**config.mk**
```make
export PLATFORM = sky130hd
export DESIGN_NAME = planar_odometry_integrator_core
export DESIGN_NICKNAME = d
export VERILOG_FILES = /design/src/poi_pkg.sv /design/src/poi_datapath.sv /design/src/poi_ctrl.sv /design/src/planar_odometry_integrator_core.sv
export VERILOG_INCLUDE_DIRS = /design/src /design/src/src
export SDC_FILE = /design/constraint.sdc
export NUM_CORES = 2
export LEC_CHECK = 0
export ABC_AREA = 1
export BUFFER_PORTS_ARGS = -buffer_cell sky130_fd_sc_hd__buf_2
export CORE_MARGIN = 4
export CORE_UTILIZATION = 65
export DETAILED_ROUTE_END_ITERATION = 16
export PLACE_DENSITY_LB_ADDON = 0.3
export SYNTH_ARGS = -nofsm -noshare
export SYNTH_HDL_FRONTEND = slang
export SYNTH_HIERARCHICAL = 1
export SYNTH_SLANG_ARGS = --single-unit
```
**constraint.sdc**
```tcl
create_clock -name aclk -period 10.3 [get_ports aclk]
set_input_delay 0.515 -clock aclk [delete_from_list [all_inputs] [get_ports aclk]]
set_output_delay 0.515 -clock aclk [all_outputs]
set_load 0.01 [all_outputs]
```
**src/planar_odometry_integrator_core_assert.svh**
```systemverilog
// ============================================================================
// Assertion macros for the planar odometry integrator
// Clocked property helpers that the top level uses for its checks.
// ============================================================================
`ifndef PLANAR_ODOMETRY_INTEGRATOR_CORE_ASSERT_SVH
`define PLANAR_ODOMETRY_INTEGRATOR_CORE_ASSERT_SVH

// Consequent checked in the same cycle as the antecedent.
`define POI_ASSERT_SAME(lbl, clk, rstn, ante, cons, msg) \
    lbl: assert property (@(posedge clk) disable iff (!rstn) (ante) |-> (cons)) \
        else $error(msg);

// Consequent checked in the cycle after the antecedent.
`define POI_ASSERT_NEXT(lbl, clk, rstn, ante, cons, msg) \
    lbl: assert property (@(posedge clk) disable iff (!rstn) (ante) |=> (cons)) \
        else $error(msg);

`endif

```
**src/poi_pkg.sv**
```systemverilog
// ============================================================================
// poi_pkg
// Shared types, opcodes and constants of the planar odometry integrator.
// ============================================================================
package poi_pkg;

    localparam int S_TDATA_W  = 56;     // 52 field bits padded to whole bytes
    localparam int ATAN_IDX_W = 5;
    localparam int ATAN_N     = 24;

    // multiplier operand select
    localparam int MOP_W    = 4;
    localparam logic [MOP_W-1:0] MOP_NONE = 4'd0;
    localparam logic [MOP_W-1:0] MOP_VDT  = 4'd1;
    localparam logic [MOP_W-1:0] MOP_WDT  = 4'd2;
    localparam logic [MOP_W-1:0] MOP_HLO  = 4'd3;
    localparam logic [MOP_W-1:0] MOP_HHI  = 4'd4;
    localparam logic [MOP_W-1:0] MOP_CLO  = 4'd5;
    localparam logic [MOP_W-1:0] MOP_CHI  = 4'd6;
    localparam logic [MOP_W-1:0] MOP_SLO  = 4'd7;
    localparam logic [MOP_W-1:0] MOP_SHI  = 4'd8;

    // product writeback select
    localparam int WOP_W    = 4;
    localparam logic [WOP_W-1:0] WOP_NONE = 4'd0;
    localparam logic [WOP_W-1:0] WOP_P    = 4'd1;
    localparam logic [WOP_W-1:0] WOP_MAG  = 4'd2;
    localparam logic [WOP_W-1:0] WOP_HACC = 4'd3;
    localparam logic [WOP_W-1:0] WOP_HADD = 4'd4;
    localparam logic [WOP_W-1:0] WOP_HEAD = 4'd5;
    localparam logic [WOP_W-1:0] WOP_PACC = 4'd6;
    localparam logic [WOP_W-1:0] WOP_PADD = 4'd7;
    localparam logic [WOP_W-1:0] WOP_X    = 4'd8;
    localparam logic [WOP_W-1:0] WOP_Y    = 4'd9;

    localparam logic signed [33:0] CORDIC_X0  = 34'sd652032874;  // gain 0.60725 in Q2.30
    localparam logic [31:0]        RAD_TO_BAM = 32'd2935890503;  // 2^64 / (2*pi*1e9)

    localparam logic [31:0] ATAN_BAM [ATAN_N] = '{
        32'h20000000, 32'h12E4051E, 32'h09FB385B, 32'h051111D4, 32'h028B0D43,
        32'h0145D7E1, 32'h00A2F61E, 32'h00517C55, 32'h0028BE53, 32'h00145F2F,
        32'h000A2F98, 32'h000517CC, 32'h00028BE6, 32'h000145F3, 32'h0000A2FA,
        32'h0000517D, 32'h000028BE, 32'h0000145F, 32'h00000A30, 32'h00000518,
        32'h0000028C, 32'h00000146, 32'h000000A3, 32'h00000051
    };

    typedef struct packed {
        logic                  latch_in;
        logic                  cordic_load;
        logic                  cordic_half;  // load heading/2 instead of heading
        logic                  cordic_iter;
        logic [ATAN_IDX_W-1:0] iter_idx;
        logic [MOP_W-1:0]      mul_sel;
        logic [WOP_W-1:0]      wr_sel;
        logic                  latch_cs;
        logic                  out_load;
    } poi_cmd_t;

endpackage

```
**src/poi_datapath.sv**
```systemverilog
// ============================================================================
// poi_datapath
// CORDIC, shared multiplier/accumulator, pose registers and output register.
// ============================================================================
module poi_datapath
    import poi_pkg::*;
#(
    parameter int POS_WIDTH = 48,
    parameter int M_TDATA_W = 192
) (
    input  logic                 aclk,
    input  logic                 aresetn,
    input  poi_cmd_t             cmd,
    input  logic [S_TDATA_W-1:0] s_tdata,
    output logic [M_TDATA_W-1:0] m_tdata
);

    localparam int DX_W   = 40;
    localparam int SUM_W  = ((POS_WIDTH > DX_W) ? POS_WIDTH : DX_W) + 1;
    localparam int M_BITS = 2 * POS_WIDTH + 96;

    // input latch
    logic signed [15:0] v_reg, w_reg;
    logic        [19:0] dt_reg;

    // CORDIC
    logic signed [33:0] cx_reg, cy_reg;
    logic signed [32:0] cz_reg;
    logic               flip_reg;
    logic        [31:0] ang, ang_q, ang_r;
    logic signed [33:0] xs, ys, c_val, s_val, c_rnd, s_rnd, qz_rnd, qw_rnd;
    logic signed [32:0] atan_v;
    logic signed [26:0] c24_reg, s24_reg;
    logic signed [15:0] qz, qw;

    // multiplier and accumulator
    logic signed [26:0] mul_a;
    logic signed [32:0] mul_b;
    logic signed [59:0] prod_reg;
    logic signed [59:0] prod_neg;
    logic        [63:0] prod_ext;
    logic        [63:0] acc_reg;
    logic signed [36:0] p_reg;
    logic        [34:0] mag_reg;
    logic               neg_reg;

    // pose
    logic signed [POS_WIDTH-1:0] x_reg, y_reg;
    logic        [31:0]          heading_reg;
    logic        [M_BITS-1:0]    out_fields;
    logic        [M_TDATA_W-1:0] m_tdata_reg;

    function automatic logic signed [POS_WIDTH-1:0] sat_add(
        input logic signed [POS_WIDTH-1:0] a,
        input logic signed [DX_W-1:0]      d
    );
        logic signed [SUM_W-1:0] sum;
        logic signed [SUM_W-1:0] pmax;
        logic signed [SUM_W-1:0] pmin;
        sum  = SUM_W'(a) + SUM_W'(d);
        pmax = {{(SUM_W-POS_WIDTH+1){1'b0}}, {(POS_WIDTH-1){1'b1}}};
        pmin = ~pmax;
        if (sum > pmax) begin
            sum = pmax;
        end else if (sum < pmin) begin
            sum = pmin;
        end
        return sum[POS_WIDTH-1:0];
    endfunction

    function automatic logic signed [15:0] q15_clamp(input logic signed [33:0] r);
        logic signed [15:0] q;
        if (r > 34'sd32767) begin
            q = 16'sd32767;
        end else if (r < -34'sd32767) begin
            q = -16'sd32767;
        end else begin
            q = r[15:0];
        end
        return q;
    endfunction

    // ---- CORDIC ----
    // Angles in [pi/2, 3pi/2) are turned by pi; results negated on the way out.
    assign ang   = cmd.cordic_half ? {1'b0, heading_reg[31:1]} : heading_reg;
    assign ang_q = ang + 32'h4000_0000;
    assign ang_r = ang_q[31] ? (ang ^ 32'h8000_0000) : ang;

    assign xs     = cx_reg >>> cmd.iter_idx;
    assign ys     = cy_reg >>> cmd.iter_idx;
    assign atan_v = {1'b0, ATAN_BAM[cmd.iter_idx]};

    always_ff @(posedge aclk) begin
        if (cmd.cordic_load) begin
            cx_reg   <= CORDIC_X0;
            cy_reg   <= '0;
            cz_reg   <= {ang_r[31], ang_r};
            flip_reg <= ang_q[31];
        end else if (cmd.cordic_iter) begin
            if (!cz_reg[32]) begin
                cx_reg <= cx_reg - ys;
                cy_reg <= cy_reg + xs;
                cz_reg <= cz_reg - atan_v;
            end else begin
                cx_reg <= cx_reg + ys;
                cy_reg <= cy_reg - xs;
                cz_reg <= cz_reg + atan_v;
            end
        end
    end

    assign c_val  = flip_reg ? -cx_reg : cx_reg;
    assign s_val  = flip_reg ? -cy_reg : cy_reg;
    assign c_rnd  = (c_val + 34'sd32) >>> 6;        // Q2.30 -> Q2.24
    assign s_rnd  = (s_val + 34'sd32) >>> 6;
    assign qw_rnd = (c_val + 34'sd16384) >>> 15;     // Q2.30 -> Q1.15
    assign qz_rnd = (s_val + 34'sd16384) >>> 15;
    assign qw     = q15_clamp(qw_rnd);
    assign qz     = q15_clamp(qz_rnd);

    always_ff @(posedge aclk) begin
        if (cmd.latch_cs) begin
            c24_reg <= c_rnd[26:0];
            s24_reg <= s_rnd[26:0];
        end
        if (cmd.latch_in) begin
            v_reg  <= s_tdata[15:0];
            w_reg  <= s_tdata[31:16];
            dt_reg <= s_tdata[51:32];
        end
    end

    // ---- shared multiplier ----
    always_comb begin
        mul_a = '0;
        mul_b = '0;
        case (cmd.mul_sel)
            MOP_VDT: begin
                mul_a = {{11{v_reg[15]}}, v_reg};
                mul_b = {13'd0, dt_reg};
            end
            MOP_WDT: begin
                mul_a = {{11{w_reg[15]}}, w_reg};
                mul_b = {13'd0, dt_reg};
            end
            MOP_HLO: begin
                mul_a = {9'd0, mag_reg[17:0]};
                mul_b = {1'b0, RAD_TO_BAM};
            end
            MOP_HHI: begin
                mul_a = {10'd0, mag_reg[34:18]};
                mul_b = {1'b0, RAD_TO_BAM};
            end
            MOP_CLO: begin
                mul_a = c24_reg;
                mul_b = {17'd0, p_reg[15:0]};
            end
            MOP_CHI: begin
                mul_a = c24_reg;
                mul_b = {{12{p_reg[36]}}, p_reg[36:16]};
            end
            MOP_SLO: begin
                mul_a = s24_reg;
                mul_b = {17'd0, p_reg[15:0]};
            end
            MOP_SHI: begin
                mul_a = s24_reg;
                mul_b = {{12{p_reg[36]}}, p_reg[36:16]};
            end
            default: begin
                mul_a = '0;
                mul_b = '0;
            end
        endcase
    end

    always_ff @(posedge aclk) begin
        if (cmd.mul_sel != MOP_NONE) begin
            prod_reg <= mul_a * mul_b;
        end
    end

    assign prod_neg = -prod_reg;
    assign prod_ext = {{4{prod_reg[59]}}, prod_reg};

    // ---- writeback: accumulator, heading and position ----
    always_ff @(posedge aclk) begin
        if (!aresetn) begin
            x_reg       <= '0;
            y_reg       <= '0;
            heading_reg <= '0;
        end else begin
            case (cmd.wr_sel)
                WOP_NONE: ;
                WOP_P: p_reg <= prod_reg[36:0];
                WOP_MAG: begin
                    neg_reg <= prod_reg[59];
                    mag_reg <= prod_reg[59] ? prod_neg[34:0] : prod_reg[34:0];
                end
                WOP_HACC: acc_reg <= prod_ext + 64'h0000_0000_8000_0000;
                WOP_HADD: acc_reg <= acc_reg + (prod_ext << 18);
                WOP_HEAD: begin
                    // step = round(|w*dt| * 2^32 / (2*pi*1e9)), applied with sign
                    if (neg_reg) begin
                        heading_reg <= heading_reg - acc_reg[63:32];
                    end else begin
                        heading_reg <= heading_reg + acc_reg[63:32];
                    end
                end
                WOP_PACC: acc_reg <= prod_ext + 64'h0000_0000_0080_0000;
                WOP_PADD: acc_reg <= acc_reg + (prod_ext << 16);
                WOP_X: x_reg <= sat_add(x_reg, acc_reg[63:24]);
                WOP_Y: y_reg <= sat_add(y_reg, acc_reg[63:24]);
                default: ;
            endcase
        end
    end

    // ---- output register ----
    assign out_fields = {w_reg, v_reg, qw, qz, heading_reg, y_reg, x_reg};

    always_ff @(posedge aclk) begin
        if (cmd.out_load) begin
            m_tdata_reg <= M_TDATA_W'(out_fields);
        end
    end

    assign m_tdata = m_tdata_reg;

endmodule

```
**src/poi_ctrl.sv**
```systemverilog
// ============================================================================
// poi_ctrl
// Sequencer for one odometry update: two CORDIC runs with multiplies overlaid.
// ============================================================================
module poi_ctrl
    import poi_pkg::*;
#(
    parameter int CORDIC_STEPS = 16
) (
    input  logic     aclk,
    input  logic     aresetn,
    input  logic     s_tvalid,
    output logic     s_tready,
    output logic     m_tvalid,
    input  logic     m_tready,
    output poi_cmd_t cmd
);

    localparam int STEP_W = $clog2(CORDIC_STEPS);

    localparam logic [2:0] ST_IDLE = 3'd0;
    localparam logic [2:0] ST_RUN1 = 3'd1;   // CORDIC of heading, heading update
    localparam logic [2:0] ST_MID  = 3'd2;
    localparam logic [2:0] ST_RUN2 = 3'd3;   // CORDIC of heading/2, x/y update
    localparam logic [2:0] ST_DONE = 3'd4;

    logic [2:0]        state_reg, state_next;
    logic [STEP_W-1:0] step_reg, step_next;
    logic              m_tvalid_reg, m_tvalid_next;
    logic              last_step;

    assign last_step = (step_reg == STEP_W'(CORDIC_STEPS - 1));
    assign s_tready  = (state_reg == ST_IDLE);
    assign m_tvalid  = m_tvalid_reg;

    always_comb begin
        state_next  = state_reg;
        step_next   = step_reg;
        cmd         = '0;
        cmd.iter_idx = ATAN_IDX_W'(step_reg);
        case (state_reg)
            ST_IDLE: begin
                step_next = '0;
                if (s_tvalid) begin
                    cmd.latch_in    = 1'b1;
                    cmd.cordic_load = 1'b1;
                    state_next      = ST_RUN1;
                end
            end
            ST_RUN1: begin
                cmd.cordic_iter = 1'b1;
                step_next       = step_reg + 1'b1;
                case (step_reg)
                    STEP_W'(0): cmd.mul_sel = MOP_VDT;
                    STEP_W'(1): begin
                        cmd.wr_sel  = WOP_P;
                        cmd.mul_sel = MOP_WDT;
                    end
                    STEP_W'(2): cmd.wr_sel = WOP_MAG;
                    STEP_W'(3): cmd.mul_sel = MOP_HLO;
                    STEP_W'(4): begin
                        cmd.wr_sel  = WOP_HACC;
                        cmd.mul_sel = MOP_HHI;
                    end
                    STEP_W'(5): cmd.wr_sel = WOP_HADD;
                    STEP_W'(6): cmd.wr_sel = WOP_HEAD;
                    default: ;
                endcase
                if (last_step) begin
                    step_next  = '0;
                    state_next = ST_MID;
                end
            end
            ST_MID: begin
                cmd.latch_cs    = 1'b1;
                cmd.cordic_load = 1'b1;
                cmd.cordic_half = 1'b1;
                state_next      = ST_RUN2;
            end
            ST_RUN2: begin
                cmd.cordic_iter = 1'b1;
                step_next       = step_reg + 1'b1;
                case (step_reg)
                    STEP_W'(0): cmd.mul_sel = MOP_CLO;
                    STEP_W'(1): begin
                        cmd.wr_sel  = WOP_PACC;
                        cmd.mul_sel = MOP_CHI;
                    end
                    STEP_W'(2): cmd.wr_sel = WOP_PADD;
                    STEP_W'(3): begin
                        cmd.wr_sel  = WOP_X;
                        cmd.mul_sel = MOP_SLO;
                    end
                    STEP_W'(4): begin
                        cmd.wr_sel  = WOP_PACC;
                        cmd.mul_sel = MOP_SHI;
                    end
                    STEP_W'(5): cmd.wr_sel = WOP_PADD;
                    STEP_W'(6): cmd.wr_sel = WOP_Y;
                    default: ;
                endcase
                if (last_step) begin
                    step_next  = '0;
                    state_next = ST_DONE;
                end
            end
            ST_DONE: begin
                if (!m_tvalid_reg || m_tready) begin
                    cmd.out_load = 1'b1;
                    state_next   = ST_IDLE;
                end
            end
            default: state_next = ST_IDLE;
        endcase
    end

    always_comb begin
        m_tvalid_next = m_tvalid_reg;
        if (cmd.out_load) begin
            m_tvalid_next = 1'b1;
        end else if (m_tready) begin
            m_tvalid_next = 1'b0;
        end
    end

    always_ff @(posedge aclk) begin
        if (!aresetn) begin
            state_reg    <= ST_IDLE;
            step_reg     <= '0;
            m_tvalid_reg <= 1'b0;
        end else begin
            state_reg    <= state_next;
            step_reg     <= step_next;
            m_tvalid_reg <= m_tvalid_next;
        end
    end

endmodule

```
**src/planar_odometry_integrator_core.sv**
```systemverilog
// ============================================================================
// planar_odometry_integrator_core
// Dead-reckoning pose integrator: x/y/heading update plus yaw quaternion.
// ============================================================================
//
//  channel | direction | tdata fields (lowest bit first)
//  --------+-----------+-----------------------------------------------------
//  s_      | in        | fwd_speed, angular_rate, step_time
//  m_      | out       | pos_x, pos_y, heading, quat_z, quat_w,
//          |           | twist_linear, twist_angular
//
//  After accept the sequencer steps through RUN1, MID, RUN2 and DONE, and the
//  result is valid once DONE has loaded the output register. A beat is only
//  taken in IDLE, so no new update starts before the last result is loaded.
//  The single shared CORDIC runs once on the old heading and once on half the
//  new heading. All multiplies share one 27x33 multiplier and overlap the
//  CORDIC iterations.
//  Reset clears the pose to zero; no clearing pass, s_tready is up in the
//  first cycle after reset. A stalled result sits in the output register
//  and holds the sequencer in its final state until m_tready.
//
`include "planar_odometry_integrator_core_assert.svh"

module planar_odometry_integrator_core
    import poi_pkg::*;
#(
    parameter int  POS_WIDTH    = 48,
    parameter int  CORDIC_STEPS = 16,
    localparam int M_TDATA_W    = ((2 * POS_WIDTH + 96 + 7) / 8) * 8
) (
    input  logic                 aclk,
    input  logic                 aresetn,

    input  logic                 s_tvalid,
    output logic                 s_tready,
    // [15:0] fwd_speed, [31:16] angular_rate, [51:32] step_time, rest zero
    input  logic [S_TDATA_W-1:0] s_tdata,

    output logic                 m_tvalid,
    input  logic                 m_tready,
    // pos_x, pos_y (POS_WIDTH each), heading (32), quat_z, quat_w,
    // twist_linear, twist_angular (16 each), zero padded to whole bytes
    output logic [M_TDATA_W-1:0] m_tdata
);

    poi_cmd_t cmd;
    logic     s_beat;
    logic     m_free;
    logic     vdt_mul;

    // Sequencer: owns the handshake and issues one command word per cycle.
    poi_ctrl #(
        .CORDIC_STEPS(CORDIC_STEPS)
    ) u_ctrl (
        .aclk     (aclk),
        .aresetn  (aresetn),
        .s_tvalid (s_tvalid),
        .s_tready (s_tready),
        .m_tvalid (m_tvalid),
        .m_tready (m_tready),
        .cmd      (cmd)
    );

    // Datapath: CORDIC, multiplier/accumulator, pose state, output register.
    poi_datapath #(
        .POS_WIDTH (POS_WIDTH),
        .M_TDATA_W (M_TDATA_W)
    ) u_dp (
        .aclk    (aclk),
        .aresetn (aresetn),
        .cmd     (cmd),
        .s_tdata (s_tdata),
        .m_tdata (m_tdata)
    );

    // ---- checks ----
    assign s_beat  = s_tvalid && s_tready;
    assign m_free  = !m_tvalid || m_tready;
    assign vdt_mul = (cmd.mul_sel == MOP_VDT);

    // once a beat is taken the block is busy for the next cycle
    `POI_ASSERT_NEXT(a_busy_after_accept, aclk, aresetn, s_beat, !s_tready, "beat taken while busy")
    // the output register is only overwritten when empty or being drained
    `POI_ASSERT_SAME(a_no_clobber, aclk, aresetn, cmd.out_load, m_free, "result overwritten")
    // the first multiply after accept is the distance product
    `POI_ASSERT_NEXT(a_first_mul, aclk, aresetn, s_beat, vdt_mul, "schedule out of step")

endmodule
```
Yosys cells after proc, flatten, opt, wreduce, memory -nomap -nowiden
Memories as Yosys holds them, arrays and structs flattened.
Cells that the tools add are included.
{"block": "op_classes", "mux": 43, "n_reduce_logical": 24, "magnitude_cmp": 9, "n_mul": 1, "shift": 2, "eq_ne": 32, "n_addsub": 23, "bitwise": 2}
{"cell": "$pmux W64 S4", "n": 1}
{"cell": "$mux W48", "n": 4}
{"cell": "$pmux W27 S6", "n": 1}
{"cell": "$mux W32", "n": 5}
{"cell": "$mux W34", "n": 4}
{"cell": "$pmux W33 S4", "n": 1}
{"cell": "$add A64 B64 Y64", "n": 2}
{"cell": "$mux W33", "n": 3}
{"cell": "$add A48 B40 Y49", "n": 2}
{"cell": "$gt A49 B48 Y1 const B", "n": 2}
{"cell": "$lt A49 B48 Y1 const B", "n": 2}
{"cell": "$add A34 B16 Y34 const B", "n": 2}
{"cell": "$add A34 B34 Y34", "n": 2}
{"cell": "$neg A34 Y34", "n": 2}
{"cell": "$sshr A34 B4 Y34", "n": 2}
{"cell": "$sub A34 B34 Y34", "n": 2}
{"cell": "$add A33 B7 Y33 const B", "n": 2}
{"cell": "$add A60 B25 Y61 const B", "n": 1}
{"cell": "$add A60 B33 Y61 const B", "n": 1}
{"cell": "$mul A27 B33 Y60", "n": 1}
{"cell": "$eq A4 B3 Y1 const B", "n": 11}
{"cell": "$gt A19 B16 Y1 const B", "n": 2}
{"cell": "$lt A19 B16 Y1 const B", "n": 2}
{"cell": "$mux W35", "n": 1}
{"cell": "other kinds (38)", "n": 78}
{"block": "totals", "n_memories": 1, "mem_bits_ro": 1024, "inputBits": 60, "regBits": 733}
{"memory": "(name not given)", "depth": 32, "word_bits": 32, "read_ports": 1, "rd_ports_with_merged_regs": 0, "write_ports": 0, "line_no": "poi_datapath.sv:91", "source": "assign atan_v = {1'b0, ATAN_BAM[cmd.iter_idx]};"}

Depth between registers and ports, before layout
{"block": "logic_depth", "ltp_word": 8, "ltp_mapped": 46, "depth_no_buf": 44}

Hierarchy
The synthesis kept the hierarchy.
{"mod": "poi_datapath", "cells_per_inst": 11225, "area_each_um2": 85444.4, "seq_area_each_um2": 19328.5, "instances": 1}
{"mod": "poi_ctrl", "cells_per_inst": 106, "area_each_um2": 658.1, "seq_area_each_um2": 160.2, "instances": 1}

Least setup slack after synthesis
OpenSTA, ideal clock, no wires.
{"block": "synth_path", "path_kind": "register to register", "start": "register u_ctrl.step_reg[0]", "end": "register u_dp.prod_reg[56], data pin", "period_less_slack_ns": 9.069, "path_slack_ns": 1.231, "required_ns": 10.038, "setup_time_ns": 0.262, "stages_incl_launch_ff": 38, "n_path_buf": 1, "arrival_ns": 8.806, "cell_sequence": "dfxtp_1 > inv_1 > ha_1 > o21ai_1 > nand2_1 > nand2_1 > o21ai_0 > nor2_1 > inv_1 > nor3_1 > clkbuf_1 > a221oi_1 > inv_1 > nor2_1 > nor2_1 > inv_1 > fa_1 > fa_1 > [... 2 more ...] > ha_1 > inv_1 > fa_1 > inv_1 > fa_1 > inv_1 > fa_1 > inv_1 > ha_1 > a21oi_1 > inv_1 > a31oi_1 > o21ai_0 > nor2_1 > nand3_1 > a21o_1 > a21oi_1 > xor2_1"}
{"element": "start, declared", "line_no": "poi_ctrl.sv:28", "source": "logic [STEP_W-1:0] step_reg, step_next;"}
{"element": "start signal, assigned", "line_no": "poi_ctrl.sv:133", "source": "step_reg <= step_next;"}
{"element": "end signal, assigned", "line_no": "poi_datapath.sv:179", "source": "prod_reg <= mul_a * mul_b;"}
{"element": "end, declared", "line_no": "poi_datapath.sv:39", "source": "logic signed [59:0] prod_reg;"}

==> summary.txt <==
Outcome: finished, final reports clean
Switching power: 12.7 mW
Pin count of the biggest net entering global routing: 76
Commonest non-fill, non-tap cell in the layout: nand2_1
Final hold violation count: 0
Area Growth Syn to Fin: 8.09%
Cell-internal power: 10.9 mW
Pre-antenna DRT Iters: 7
LEAKAGE: 46.7 nW
Die W: 372 um
Max reg flops: 192
Port-buffer cells: 249
Slew Limit Headroom: 6.04%
Wirelength per Cell: 23.1 um
Worst Hold Class: in2reg
Synth async-reset ratio: 0%
Max Fclk: 98.8 MHz
Starting density of the core: 65.5%
Max VDD drop: 0.000298 V
CTS H-tree lvls: 3
Synthesized instance count: 11,331
Seq/Total Area, Yosys: 22.6%
Initial antenna violation count: 16
Fin. max-slew vios: 0
Syn_nets: 12,765
Layout Utilization: 70.8%
Clock Path Buffers: 3
Final min period: 10.12 ns
Vias per cell: 6.21
Final Hold Slack: 0.0268 ns
Full die area: 138,000 um2
CTS tree: yes
Die height: 372 um
Slew @ Worst Pin: 1.41 ns
Nets@finish: 12,995
Critical Path AT: 10.53 ns
Worst-path fanout max: 13
Final Cycle Share: 98.3%
Syn Area/Cell: 7.60 um2
WL final: 309,000 um
Hpwl dp: 241,000 um
DR DRC count: 0
Distinct cells, synth: 75
YS warnings: 6
IO Pins: 254
Worst path required time: 10.71 ns
Max cap viols: 0
Predominant post-synthesis flop cell: edfxtp_1
Clock skew: 0.0691 ns
Pwr dens: 254 nW/um2
Pwr Total: 23.6 mW
GRT Overall Usage: 44.0%
GRT Residual Overflow: 0
Layout cells sized above 1: 6.57%
EDFF count, synth: 513
CP endpoint kind: flop
Global-route wire length before repair: 466,000 um
Drt initial violations: 10,841
# clock sinks: 717
Cell Area, Synth: 86,100 um2
Most frequent cells in the layout: nand2_1 (2,243), inv_1 (2,227), nor2_1 (890), fa_1 (863), a21oi_1 (786)
Root buffer cell: clkbuf_16
Critical path type: reg2reg
#FFs+latches synth: 717
CP peak stage delay: 0.68 ns
Clock power share: 13.6%
GPL Wtd Cong: 1.08
Final setup viols: 0
Comb power frac: 65.9%
ANT nets after route: 0
Crit-path most repeated cell: inv_1
Row Count: 133
CP max stage cell: fa_1
Vias in the first global route: 81,738
Switching Fraction: 53.8%
Critical path startpoint category: flop
Clk_lat worst skew: 0.73 ns
Total CTS buffers: 83
Core Box Area: 131,000 um2
Sequential Power Share: 20.5%
Vias: 83,137
Clock slew at reported path FFs: 0.06 ns
-- layer usage --
metal	vias up	share of wire (%)	wire length (um)	track usage, %
li1	36862	-	-	-
met1	39127	36	110000	54.9
met2	5657	44	136000	69.1
met3	1481	12	38500	10.9
met4	10	7.7	23900	27.3
met5	-	0.025	77	0
-- power groups by stage --
stage / clock network (mW) / registers [mW] / logic, mW
6_report: 3.21 / 4.84 / 15.6
3_5_place_dp: 0 / 4.81 / 14.9
5_1_grt: 3.35 / 4.82 / 17.1
4_1_cts: 3.21 / 4.76 / 15.0
2_1_floorplan: 0 / 4.34 / 10.5
3_3_place_gp: 0 / 4.80 / 14.5
-- what timing repair did --
action                                 CTS  global route
pin swaps                                0             0
endpoints found under the hold margin   37             0
hold buffers                            37             0
gates resized for setup                  1            31
setup buffers                            0             6
setup endpoints to repair                1            29
-- cell type report --
type                            instances  area [um2]
Clock buffer                           97        2140
Sequential cell                       717       19500
Multi-Input combinational cell       8038       57000
Fill cell                           10270       38400
Tap cell                             1755        2200
Timing Repair Buffer                  464        3000
Inverter                             2257        8500
Antenna cell                            7        17.5
Clock inverter                         56         761
-- kinds of logic (layout without fill, tap and decap cells) --
group           after synthesis  count (layout)  share of synthesized area (%)
mux                           4               4                         0.0509
flops                       717             717                           22.6
other cells                   1               8                        0.00436
buf+inv                    2576            2874                           11.4
compound gates             1964            1964                           12.9
fa+ha+maj                  1374            1374                           27.5
xor+xnor                    471             471                           4.84
simple gates               4224            4224                           20.7
-- synthesized netlist by cell type, types with 17 or more instances --
cell type | instances | share of area [%]
nand2_1 | 2246 | 9.8
inv_1 | 2234 | 9.7
nor2_1 | 903 | 3.9
fa_1 | 863 | 20
a21oi_1 | 787 | 4.6
nand3_1 | 652 | 3.8
o21ai_0 | 642 | 3.7
edfxtp_1 | 513 | 18
ha_1 | 511 | 7.4
xor2_1 | 316 | 3.2
clkbuf_1 | 223 | 0.97
dfxtp_1 | 204 | 4.7
a31oi_1 | 156 | 1.1
xnor2_1 | 151 | 1.5
nand4_1 | 113 | 0.82
nor3_1 | 106 | 0.62
o211ai_1 | 46 | 0.40
nor4_1 | 44 | 0.32
a21o_1 | 43 | 0.37
buf_2 | 43 | 0.25
or2_2 | 40 | 0.29
a221oi_1 | 38 | 0.39
nand2_2 | 37 | 0.27
o21a_1 | 35 | 0.31
a22o_1 | 30 | 0.31
o21ai_1 | 26 | 0.15
a21boi_0 | 25 | 0.22
buf_1 | 25 | 0.11
o221ai_1 | 25 | 0.25
o21bai_1 | 24 | 0.21
buf_4 | 23 | 0.20
nor2_2 | 21 | 0.15
o31ai_1 | 17 | 0.15
-- final timing paths --
path	slack, ns	cells past startpoint	endpoint	start
max	0.18	43	u_dp/prod_reg[55]	u_ctrl/state_reg[1]
min	0.03	1	u_dp/w_reg[8]	s_tdata[24]
max reg2reg	0.18	43	u_dp/prod_reg[55]	u_ctrl/state_reg[1]
min reg2reg	0.46	0	u_dp/m_tdata[184]	u_dp/w_reg[8]
-- critical path, delay by kind of cell (launching register included) --
kind / cells / cell delay (ns)
buf+inv: 15 / 2.14
xor+xnor: 1 / 0.10
fa+ha+maj: 8 / 3.85
compound gates: 7 / 1.55
simple gates: 12 / 1.69
flops: 1 / 0.46
-- stage by stage --
stage / area [um2] / instances / setup slack [ns] / setup TNS (ns)
after global routing: 93000 / 13384 / -0.0929 / -0.0929
final: 93100 / 13391 / 0.179 / 0
after CTS: 92900 / 13378 / 0.00517 / 0
after floorplan: 86100 / 11331 / 1.23 / 0
after detailed placement: 89600 / 13188 / 0.0124 / 0
after global placement: 89600 / 13188 / 0.249 / 0
Power figures use the tool's default switching activity.
